[src/hw/rtl/slr_pkg.sv]
package slr_pkg;

	// register indexes on the config port
	localparam logic REG_RATE_STEP = 1'b0;

	typedef enum logic [1:0] {
		ST_IDLE,
		ST_MUL,
		ST_EMIT
	} slr_state_t;

	// controller -> datapath
	typedef struct packed {
		logic take;        // latch the incoming frame
		logic take_first;  // no previous frame: incoming frame also becomes previous
		logic calc;        // form both products for the current phase
		logic emit;        // load output register, advance phase
		logic wrap;        // interpolation run done: phase -= 1.0, current -> previous
		logic finish;      // end of stream: clear phase and previous-frame flag
		logic tail;        // outputs being formed belong to the final-frame tail
	} dp_cmd_t;

	// datapath -> controller
	typedef struct packed {
		logic have_prev;
		logic pos_done;    // phase has reached 1.0
		logic out_free;    // output register can take a result this cycle
		logic fin;         // latched frame is the last of the stream
	} dp_sts_t;

endpackage

[src/hw/rtl/slr_ctrl.sv]
module slr_ctrl (
	input  logic              clk,
	input  logic              arst_n,
	input  logic              s_tvalid,
	output logic              s_tready,
	input  logic              s_tlast,
	input  slr_pkg::dp_sts_t  sts,
	output slr_pkg::dp_cmd_t  cmd
);
	import slr_pkg::*;

	slr_state_t state_q, state_d;
	logic       tail_q, tail_d;

	always_ff @(posedge clk or negedge arst_n) begin
		if (!arst_n) begin
			state_q <= ST_IDLE;
			tail_q  <= 1'b0;
		end else begin
			state_q <= state_d;
			tail_q  <= tail_d;
		end
	end

	always_comb begin
		state_d  = state_q;
		tail_d   = tail_q;
		cmd      = '0;
		cmd.tail = tail_q;
		s_tready = 1'b0;
		case (state_q)
			ST_IDLE: begin
				s_tready = 1'b1;
				if (s_tvalid) begin
					cmd.take = 1'b1;
					if (sts.have_prev) begin
						tail_d  = 1'b0;
						state_d = ST_MUL;
					end else begin
						// first frame of a stream primes the history; if it is also the last, its tail is run
						cmd.take_first = 1'b1;
						if (s_tlast) begin
							tail_d  = 1'b1;
							state_d = ST_MUL;
						end
					end
				end
			end
			ST_MUL: begin
				if (!sts.pos_done) begin
					cmd.calc = 1'b1;
					state_d  = ST_EMIT;
				end else if (tail_q) begin
					cmd.finish = 1'b1;
					state_d    = ST_IDLE;
				end else begin
					cmd.wrap = 1'b1;
					if (sts.fin) begin
						tail_d = 1'b1;
					end else begin
						state_d = ST_IDLE;
					end
				end
			end
			ST_EMIT: begin
				if (sts.out_free) begin
					cmd.emit = 1'b1;
					state_d  = ST_MUL;
				end
			end
			default: begin
				state_d = ST_IDLE;
			end
		endcase
	end

endmodule

[src/hw/rtl/slr_datapath.sv]
module slr_datapath #(
	parameter int SAMPLE_WIDTH        = 24,
	parameter int PHASE_FRACTION_BITS = 16
) (
	input  logic                             clk,
	input  logic                             arst_n,
	input  slr_pkg::dp_cmd_t                 cmd,
	output slr_pkg::dp_sts_t                 sts,
	input  logic [PHASE_FRACTION_BITS+4:0]   rate_step,
	input  logic [SAMPLE_WIDTH-1:0]          left_in,
	input  logic [SAMPLE_WIDTH-1:0]          right_in,
	input  logic                             final_frame,
	output logic                             m_tvalid,
	input  logic                             m_tready,
	output logic [SAMPLE_WIDTH-1:0]          left_out,
	output logic [SAMPLE_WIDTH-1:0]          right_out,
	output logic                             run_last
);
	import slr_pkg::*;

	localparam int SW     = SAMPLE_WIDTH;
	localparam int FB     = PHASE_FRACTION_BITS;
	localparam int POS_W  = FB + 5;
	localparam int PROD_W = SW + FB + 2;
	localparam logic [POS_W-1:0] PHASE_ONE = POS_W'(1) << FB;

	logic [SW-1:0]     cur_l_q, cur_r_q, prev_l_q, prev_r_q;
	logic              fin_q;
	logic              have_prev_q;
	logic [POS_W-1:0]  pos_q;
	logic [POS_W-1:0]  pos_nx;

	logic signed [SW:0]       diff_l, diff_r;
	logic signed [FB:0]       frac_s;
	logic signed [PROD_W-1:0] prod_l, prod_r;
	logic signed [PROD_W-1:0] prod_l_s1, prod_r_s1;
	logic                     last_s1;
	logic                     last_d;

	logic              m_tvalid_q;
	logic [SW-1:0]     out_l_q, out_r_q;
	logic              out_last_q;

	assign pos_nx = pos_q + rate_step;

	// last output of this frame: the next phase leaves [0,1) and no tail follows
	assign last_d = (pos_nx[POS_W-1:FB] != '0) &&
		(cmd.tail || !fin_q || (pos_nx[POS_W-1:FB+1] != '0));

	assign diff_l = $signed({cur_l_q[SW-1], cur_l_q}) - $signed({prev_l_q[SW-1], prev_l_q});
	assign diff_r = $signed({cur_r_q[SW-1], cur_r_q}) - $signed({prev_r_q[SW-1], prev_r_q});
	assign frac_s = $signed({1'b0, pos_q[FB-1:0]});
	assign prod_l = diff_l * frac_s;
	assign prod_r = diff_r * frac_s;

	always_ff @(posedge clk or negedge arst_n) begin
		if (!arst_n) begin
			have_prev_q <= 1'b0;
			pos_q       <= '0;
			m_tvalid_q  <= 1'b0;
		end else begin
			if (cmd.take_first)
				have_prev_q <= 1'b1;
			else if (cmd.finish)
				have_prev_q <= 1'b0;

			if (cmd.emit)
				pos_q <= pos_nx;
			else if (cmd.wrap)
				pos_q <= pos_q - PHASE_ONE;
			else if (cmd.finish)
				pos_q <= '0;

			if (cmd.emit)
				m_tvalid_q <= 1'b1;
			else if (m_tready)
				m_tvalid_q <= 1'b0;
		end
	end

	// upper product bits are the arithmetic (floor) shift of the scaled difference
	always_ff @(posedge clk) begin
		if (cmd.take) begin
			cur_l_q <= left_in;
			cur_r_q <= right_in;
			fin_q   <= final_frame;
		end
		if (cmd.take_first) begin
			prev_l_q <= left_in;
			prev_r_q <= right_in;
		end else if (cmd.wrap) begin
			prev_l_q <= cur_l_q;
			prev_r_q <= cur_r_q;
		end
		if (cmd.calc) begin
			prod_l_s1 <= prod_l;
			prod_r_s1 <= prod_r;
			last_s1   <= last_d;
		end
		if (cmd.emit) begin
			out_l_q    <= prev_l_q + prod_l_s1[FB+SW-1:FB];
			out_r_q    <= prev_r_q + prod_r_s1[FB+SW-1:FB];
			out_last_q <= last_s1;
		end
	end

	assign sts.have_prev = have_prev_q;
	assign sts.pos_done  = (pos_q[POS_W-1:FB] != '0);
	assign sts.out_free  = !m_tvalid_q || m_tready;
	assign sts.fin       = fin_q;

	assign m_tvalid  = m_tvalid_q;
	assign left_out  = out_l_q;
	assign right_out = out_r_q;
	assign run_last  = out_last_q;

endmodule

[src/hw/rtl/stereo_linear_resampler_unit.sv]
// Stereo linear-interpolation resampler.
// A taken frame is latched; for each output the products are registered in ST_MUL (multiply),
// then the sum is added into the output register in ST_EMIT once that register is free.
// A new frame is accepted only in ST_IDLE, after all outputs of the current frame;
// up to 32 outputs per frame, 64 on a final frame, which also runs its tail.
// Reset (arst_n low, async): step = 1.0, no previous frame, phase 0, output empty.
module stereo_linear_resampler_unit #(
	parameter int SAMPLE_WIDTH        = 24,
	parameter int PHASE_FRACTION_BITS = 16
) (
	input  logic        clk,
	input  logic        arst_n,
	// slave stream: frames in
	input  logic        s_tvalid,
	output logic        s_tready,
	input  logic [((2*SAMPLE_WIDTH+7)/8)*8-1:0] s_tdata,  // left_in, right_in
	input  logic        s_tlast,                          // final_frame
	// master stream: resampled frames out
	output logic        m_tvalid,
	input  logic        m_tready,
	output logic [((2*SAMPLE_WIDTH+7)/8)*8-1:0] m_tdata,  // left_out, right_out
	output logic        m_tlast,                          // run_last
	// config port
	input  logic        psel,
	input  logic        penable,
	input  logic        pwrite,
	input  logic [2:0]  paddr,
	input  logic [31:0] pwdata,
	output logic [31:0] prdata,
	output logic        pready
);
	import slr_pkg::*;

	localparam int SW      = SAMPLE_WIDTH;
	localparam int FB      = PHASE_FRACTION_BITS;
	localparam int POS_W   = FB + 5;
	localparam int TDATA_W = ((2*SW+7)/8)*8;
	localparam logic [31:0] STEP_MIN = 32'(1) << (FB - 5);
	localparam logic [31:0] STEP_MAX = 32'(1) << (FB + 4);
	localparam logic [POS_W-1:0] STEP_RESET = POS_W'(1) << FB;

	logic [POS_W-1:0] rate_step_q;
	logic [31:0]      step_clamped;
	logic             cfg_wr;
	dp_cmd_t          cmd;
	dp_sts_t          sts;
	logic [SW-1:0]    left_out, right_out;

	assign pready = 1'b1;
	assign cfg_wr = psel && penable && pwrite && pready && (paddr[2] == REG_RATE_STEP);

	always_comb begin
		if (pwdata < STEP_MIN)
			step_clamped = STEP_MIN;
		else if (pwdata > STEP_MAX)
			step_clamped = STEP_MAX;
		else
			step_clamped = pwdata;
	end

	always_ff @(posedge clk or negedge arst_n) begin
		if (!arst_n)
			rate_step_q <= STEP_RESET;
		else if (cfg_wr)
			rate_step_q <= step_clamped[POS_W-1:0];
	end

	assign prdata = (paddr[2] == REG_RATE_STEP) ? 32'(rate_step_q) : '0;

	slr_ctrl u_ctrl (
		.clk      (clk),
		.arst_n   (arst_n),
		.s_tvalid (s_tvalid),
		.s_tready (s_tready),
		.s_tlast  (s_tlast),
		.sts      (sts),
		.cmd      (cmd)
	);

	slr_datapath #(
		.SAMPLE_WIDTH        (SAMPLE_WIDTH),
		.PHASE_FRACTION_BITS (PHASE_FRACTION_BITS)
	) u_dp (
		.clk         (clk),
		.arst_n      (arst_n),
		.cmd         (cmd),
		.sts         (sts),
		.rate_step   (rate_step_q),
		.left_in     (s_tdata[SW-1:0]),
		.right_in    (s_tdata[2*SW-1:SW]),
		.final_frame (s_tlast),
		.m_tvalid    (m_tvalid),
		.m_tready    (m_tready),
		.left_out    (left_out),
		.right_out   (right_out),
		.run_last    (m_tlast)
	);

	assign m_tdata = TDATA_W'({right_out, left_out});

endmodule

[config.mk]
export PLATFORM = sky130hd
export DESIGN_NAME = stereo_linear_resampler_unit
export DESIGN_NICKNAME = d
export VERILOG_FILES = /design/src/hw/rtl/slr_pkg.sv /design/src/hw/rtl/slr_ctrl.sv /design/src/hw/rtl/slr_datapath.sv /design/src/hw/rtl/stereo_linear_resampler_unit.sv
export SDC_FILE = /design/constraint.sdc
export NUM_CORES = 2
export LEC_CHECK = 0
export ABC_AREA = 0
export BUFFER_PORTS_ARGS = -buffer_cell sky130_fd_sc_hd__buf_2
export CAP_MARGIN = 20
export CORE_ASPECT_RATIO = 0.7
export CORE_UTILIZATION = 43
export CTS_CLUSTER_SIZE = 10
export DETAILED_ROUTE_END_ITERATION = 10
export SYNTH_ARGS = -nofsm -noshare
export SYNTH_HDL_FRONTEND = slang
export SYNTH_SLANG_ARGS = --single-unit
export TNS_END_PERCENT = 30
[constraint.sdc]
create_clock -name clk -period 9.9 [get_ports clk]
set_input_delay 0.99 -clock clk [delete_from_list [all_inputs] [get_ports clk]]
set_output_delay 0.99 -clock clk [all_outputs]
set_load 0.03 [all_outputs]
; ---- Word-level counts from Yosys, hierarchy flattened
; Cells that the tools add are included.
[word_totals]
regBits = 274
input_bits = 91
[classes]
addsub = 6
mul = 2
magnitude_cmp = 2
n_eq_ne = 7
mux = 41
bitwise = 1
n_reduce_logical = 20
[op_table]
columns = op, count
row1 = $mux W21, 6
row2 = $mux W24, 4
row3 = $mul A25 B17 Y40, 2
row4 = $sub A24 B24 Y25, 2
row5 = $add A24 B24 Y24, 2
row6 = $gt A32 B21 Y1 const B, 1
row7 = $lt A32 B12 Y1 const B, 1
row8 = $mux W2, 11
row9 = $add A21 B21 Y21, 1
row10 = $sub A21 B17 Y21 const B, 1
row11 = $mux W1, 18
row12 = $reduce_bool A5 Y1, 2
row13 = $reduce_and A4 Y1, 2
row14 = $reduce_bool A2 Y1, 4
row15 = $pmux W2 S3, 1
row16 = $logic_and A1 B1 Y1, 4
row17 = $ne A2 B2 Y1 const B, 2
row18 = $ne A4 B4 Y1 const B, 1
row19 = $reduce_bool A4 Y1, 1
row20 = $logic_or A1 B1 Y1, 3
row21 = $ne A3 B2 Y1 const B, 1
row22 = $reduce_bool A3 Y1, 1
row23 = $eq A2 B1 Y1 const B, 1
row24 = $eq A2 B2 Y1 const B, 1
row25 = other kinds (5), 6

; ---- Depth between registers and ports, before layout
[depth]
ltp_word = 6
mapped_depth = 38
mapped_depth_nobuf = 37

; ---- By module
; A second synthesis with hierarchy kept.
[unflattened]
cells_unflattened = 4256
area_unflattened_um2 = 41213.3
[by_module_without_submodules]
columns = module, instances, cells_per_inst, area_per_inst_um2
row1 = slr_datapath, 1, 4108, 39758.1
row2 = stereo_linear_resampler_unit, 1, 126, 1253.7
row3 = slr_ctrl, 1, 22, 201.4

; ---- Least setup slack after synthesis
; No wires, ideal clock.
[synth_timing]
path_kind = reg2reg
from = register u_dp.prev_r_q[0]
to = register u_dp.prod_r_s1[39] (data pin)
setup_ns = 0.258
t_arrival_ns = 8.366
required_time_ns = 9.642
slack_ns = 1.276
path_stages_with_launch = 37
synth_period_minus_slack_ns = 8.624
path_cell_list = edfxtp_1 > ha_1 > fa_1 > nor2b_1 > o21a_1 > a311oi_1 > o21ai_1 > or4b_1 > a31oi_2 > nor2_1 > nor2_1 > a21oi_1 > xnor2_1 > buf_2 > and2_1 > fa_1 > inv_1 > fa_1 > fa_1 > inv_1 > fa_1 > fa_1 > inv_1 > fa_1 > inv_1 > ha_1 > a21o_1 > a21o_1 > a211o_1 > a21oi_1 > nor2_1 > a311oi_2 > o21ai_2 > o31ai_4 > o2111ai_2 > o31a_1 > xnor2_1
[synth_via]
elab_chain_cells = 2
[synth_rtl]
columns = item, line_no
row1 = from (decl), slr_datapath.sv:27  ; logic [SW-1:0] cur_l_q, cur_r_q, prev_l_q, prev_r_q;
row2 = from (signal assigned), slr_datapath.sv:90  ; prev_r_q <= right_in;
row3 = from (signal assigned), slr_datapath.sv:93  ; prev_r_q <= cur_r_q;
row4 = $sub A24 B24 Y25, slr_datapath.sv:51  ; assign diff_r = $signed({cur_r_q[SW-1], cur_r_q}) - $signed({prev_r_q[SW-1], prev_r_q});
row5 = $mul A25 B17 Y40, slr_datapath.sv:54  ; assign prod_r = diff_r * frac_s;
row6 = via u_dp.prod_r[39], slr_datapath.sv:35  ; logic signed [PROD_W-1:0] prod_l, prod_r;
row7 = to (signal assigned), slr_datapath.sv:97  ; prod_r_s1 <= prod_r;
row8 = to (decl), slr_datapath.sv:36  ; logic signed [PROD_W-1:0] prod_l_s1, prod_r_s1;
; The timed path passes the listed nets, and every way through them passes these cells.
; A chain may end at the register's enable or synchronous reset.

; ---- Worst setup path in the final report
[layout_timing]
from = register u_dp.prev_l_q[0]
to = register u_dp.prod_l_s1[39] (data pin)
[layout_via]
elab_chain_cells = 2
[layout_rtl]
columns = item, line_no
row1 = from (decl), slr_datapath.sv:27
row2 = from (signal assigned), slr_datapath.sv:89  ; prev_l_q <= left_in;
row3 = from (signal assigned), slr_datapath.sv:92  ; prev_l_q <= cur_l_q;
row4 = $sub A24 B24 Y25, slr_datapath.sv:50  ; assign diff_l = $signed({cur_l_q[SW-1], cur_l_q}) - $signed({prev_l_q[SW-1], prev_l_q});
row5 = $mul A25 B17 Y40, slr_datapath.sv:53  ; assign prod_l = diff_l * frac_s;
row6 = via u_dp.prod_l[39], slr_datapath.sv:35
row7 = to (signal assigned), slr_datapath.sv:96  ; prod_l_s1 <= prod_l;
row8 = to (decl), slr_datapath.sv:36
; The timed path passes the listed nets, and every way through them passes these cells.

==> run metrics <==
FP Rows 94; router iterations before antenna repair 5; Worst EP arrival 9610 ps; Area contributors post-synth fa_1 37%, edfxtp_1 14%, ha_1 9.5%; crit path time final 9252 ps; reg2reg path depth 33; Synth Cell Area 40840 sq um; Via Count 27880; number of buffers created by CTS 29; Rel. slew slack 26.61%; Max-Cap Viols 0; first-pass GRT wire length 161700 microns; sequential fraction of the synthesis area 17.22%; Hold Crit Class flip-flop to flip-flop; worst skew pair latency 620 ps; H-tree levels 1; Critical Setup Path Class flip-flop to flip-flop; count of cell types in the netlist 79; clock tree from TritonCTS built; clock slew at reported path FFs 60 ps; Final Util 46.99%; Clock Tree Buf Depth 3; GP Congestion 0.8444; crit end category flip-flop; Starting Density 43.46%; WP buf/inv 3; DRC Markers 0; Die Width 370.4 microns; r2r setup slk 650 ps; initial antenna violation count 0; most common cell in the synthesized netlist inv_1; Max Clock Skew 20.81 ps; final period utilization 93.46%; synthesized flop and latch total 242; top cell type by total area after synthesis fa_1; reg2reg end u_dp.prod_l_s1[39]; placed insts 5582; Yosys warnings 0; Finish-stage setup viols 0; die area 96240 sq um; Slew Viols, Final 0; Post-Route WL 98290 microns; GR Overflow Total 0; Cells on Worst Hold Path 0; Core Region 93970 sq um; number of hold buffers added after cts 0; CP required 10260 ps; final hold vios 0; status complete, no violations; total negative slack 0 ps; Worst Hold Launch u_dp.last_s1; critical path peak fanout 7; post-synth top area share 36.71%; Port Buffers 160; CTS sink cnt 242; ANT nets after route 0; Post CTS Setup Buffer Count 0; Iter 0 DRT Violations 1424; Tightest Pin Transition 1101 ps; asr flop ratio synth 19.42%; worst r2r src u_dp.prev_l_q[0]; drt wl/cell 17.46 microns; vias in the first global route 29170; fin nets 5518; CP max-delay cell fa_1; CP most frequent cell fa_1; post-CTS sizing 0; count of flip-flops with a built-in enable after synthesis 195; share of cells above drive strength 1 8.149%; Hold Crit Endpoint u_dp.run_last; CTS Root Cell clkbuf_16; GRT Util Overall 21.26%; critical path's top delay family adder cells; critical path launch point type flip-flop; WHS 418.0 ps; synthesized instance count 4252; Synth top cells by count 971 x inv_1, 749 x fa_1, 474 x nand2_1, 320 x and2_1, 310 x ha_1; Die H 259.9 microns; largest net degree at the start of global routing 54; Synth Area per Inst 9.606 sq um; I/O pin cnt 175; Max Fclk 108.1 MHz; CP peak stage delay 790 ps; commonest register cell after synthesis edfxtp_1; Area Growth Syn to Fin 8.109%; post-DP HPWL 75730 microns; via/cell ratio 4.951; Layout Cells excl Fill 5631; RSZ-0062 raised after global routing false
## worst max path at each step
stage	cells after the start	startpoint	slack [ps]	end
after floorplan	36	u_dp.prev_r_q[0]	1280	u_dp.prod_r_s1[39]
after global placement	34	u_dp.prev_l_q[1]	590	u_dp.prod_l_s1[39]
after detailed placement	34	u_dp.prev_l_q[1]	410	u_dp.prod_l_s1[39]
after CTS	34	u_dp.prev_l_q[1]	360	u_dp.prod_l_s1[39]
after global routing	34	u_dp.prev_l_q[0]	8	u_dp.prod_l_s1[39]
final	33	u_dp.prev_l_q[0]	650	u_dp.prod_l_s1[39]
## cell type report
class                      count  area, sq um
tap                         1248         1562
timing repair buffer         241         1449
fill                        8893        49820
antenna                        2        5.005
inverter                     971         3645
clock inverter                 5        67.56
sequential                   242         7033
multi-input combinational   2883        29620
clock buffer                  39        773.2
## cell families (layout without fill, tap and decap cells)
logic type | Yosys count | in the layout | synth area share (%)
other cells | 2 | 14 | 0.01839
fa+ha+maj | 1064 | 1064 | 46.33
simple gates | 1209 | 1209 | 14.65
mux | 45 | 45 | 1.238
flops | 242 | 242 | 17.22
buf+inv | 1137 | 1256 | 10.58
xor+xnor | 175 | 175 | 3.753
compound gates | 378 | 378 | 6.213
## layer usage
metal	routed length, microns	vias to the layer above	GRT usage (%)	share of wire [%]
li1	-	13160	-	-
met1	49990	14030	33.26	51
met2	41560	633	31.31	42
met3	5759	52	3.630	5.9
met4	987	0	2.629	1.0
met5	0	-	0	0
## cell usage in the layout (no fill, tap or decap), drive strengths merged, types with 35 or more instances in the layout
| cell | instances |
|---|---|
| fa | 749 |
| nor2b | 93 |
| a21o | 35 |
| edfxtp | 195 |
| xnor2 | 128 |
| mux2 | 44 |
| and2 | 320 |
| xor2 | 47 |
| nand2b | 43 |
| o21ai | 79 |
| nor2 | 137 |
| dfrtp | 46 |
| clkbuf | 39 |
| ha | 310 |
| buf | 241 |
| nand2 | 474 |
| nor3 | 36 |
| inv | 973 |
| nand3 | 42 |
| a21oi | 99 |
## registers in the layout (all words and copies together), names as in the netlist
register / cells
u_dp.cur_l_q: 24
u_dp.cur_r_q: 24
u_dp.left_out: 24
u_dp.prev_l_q: 24
u_dp.prev_r_q: 24
u_dp.prod_l_s1: 24
u_dp.prod_r_s1: 24
u_dp.right_out: 24
rate_step_q: 21
u_dp.pos_q: 21
u_ctrl.state_q: 2
u_ctrl.tail_q: 1
u_dp.fin_q: 1
u_dp.have_prev_q: 1
u_dp.last_s1: 1
u_dp.m_tvalid: 1
u_dp.run_last: 1
## through the flow
stage	area, sq um	setup WS [ps]
3_5_place_dp	43250	414.9
3_3_place_gp	43250	585.3
2_1_floorplan	40880	1276
6_report	44160	647.7
4_1_cts	44090	359.9
5_1_grt	44150	7.818
Power is left out: the tool's default activity adds up to more than one toggle a clock period on the data nets, which glitch-free logic cannot reach.
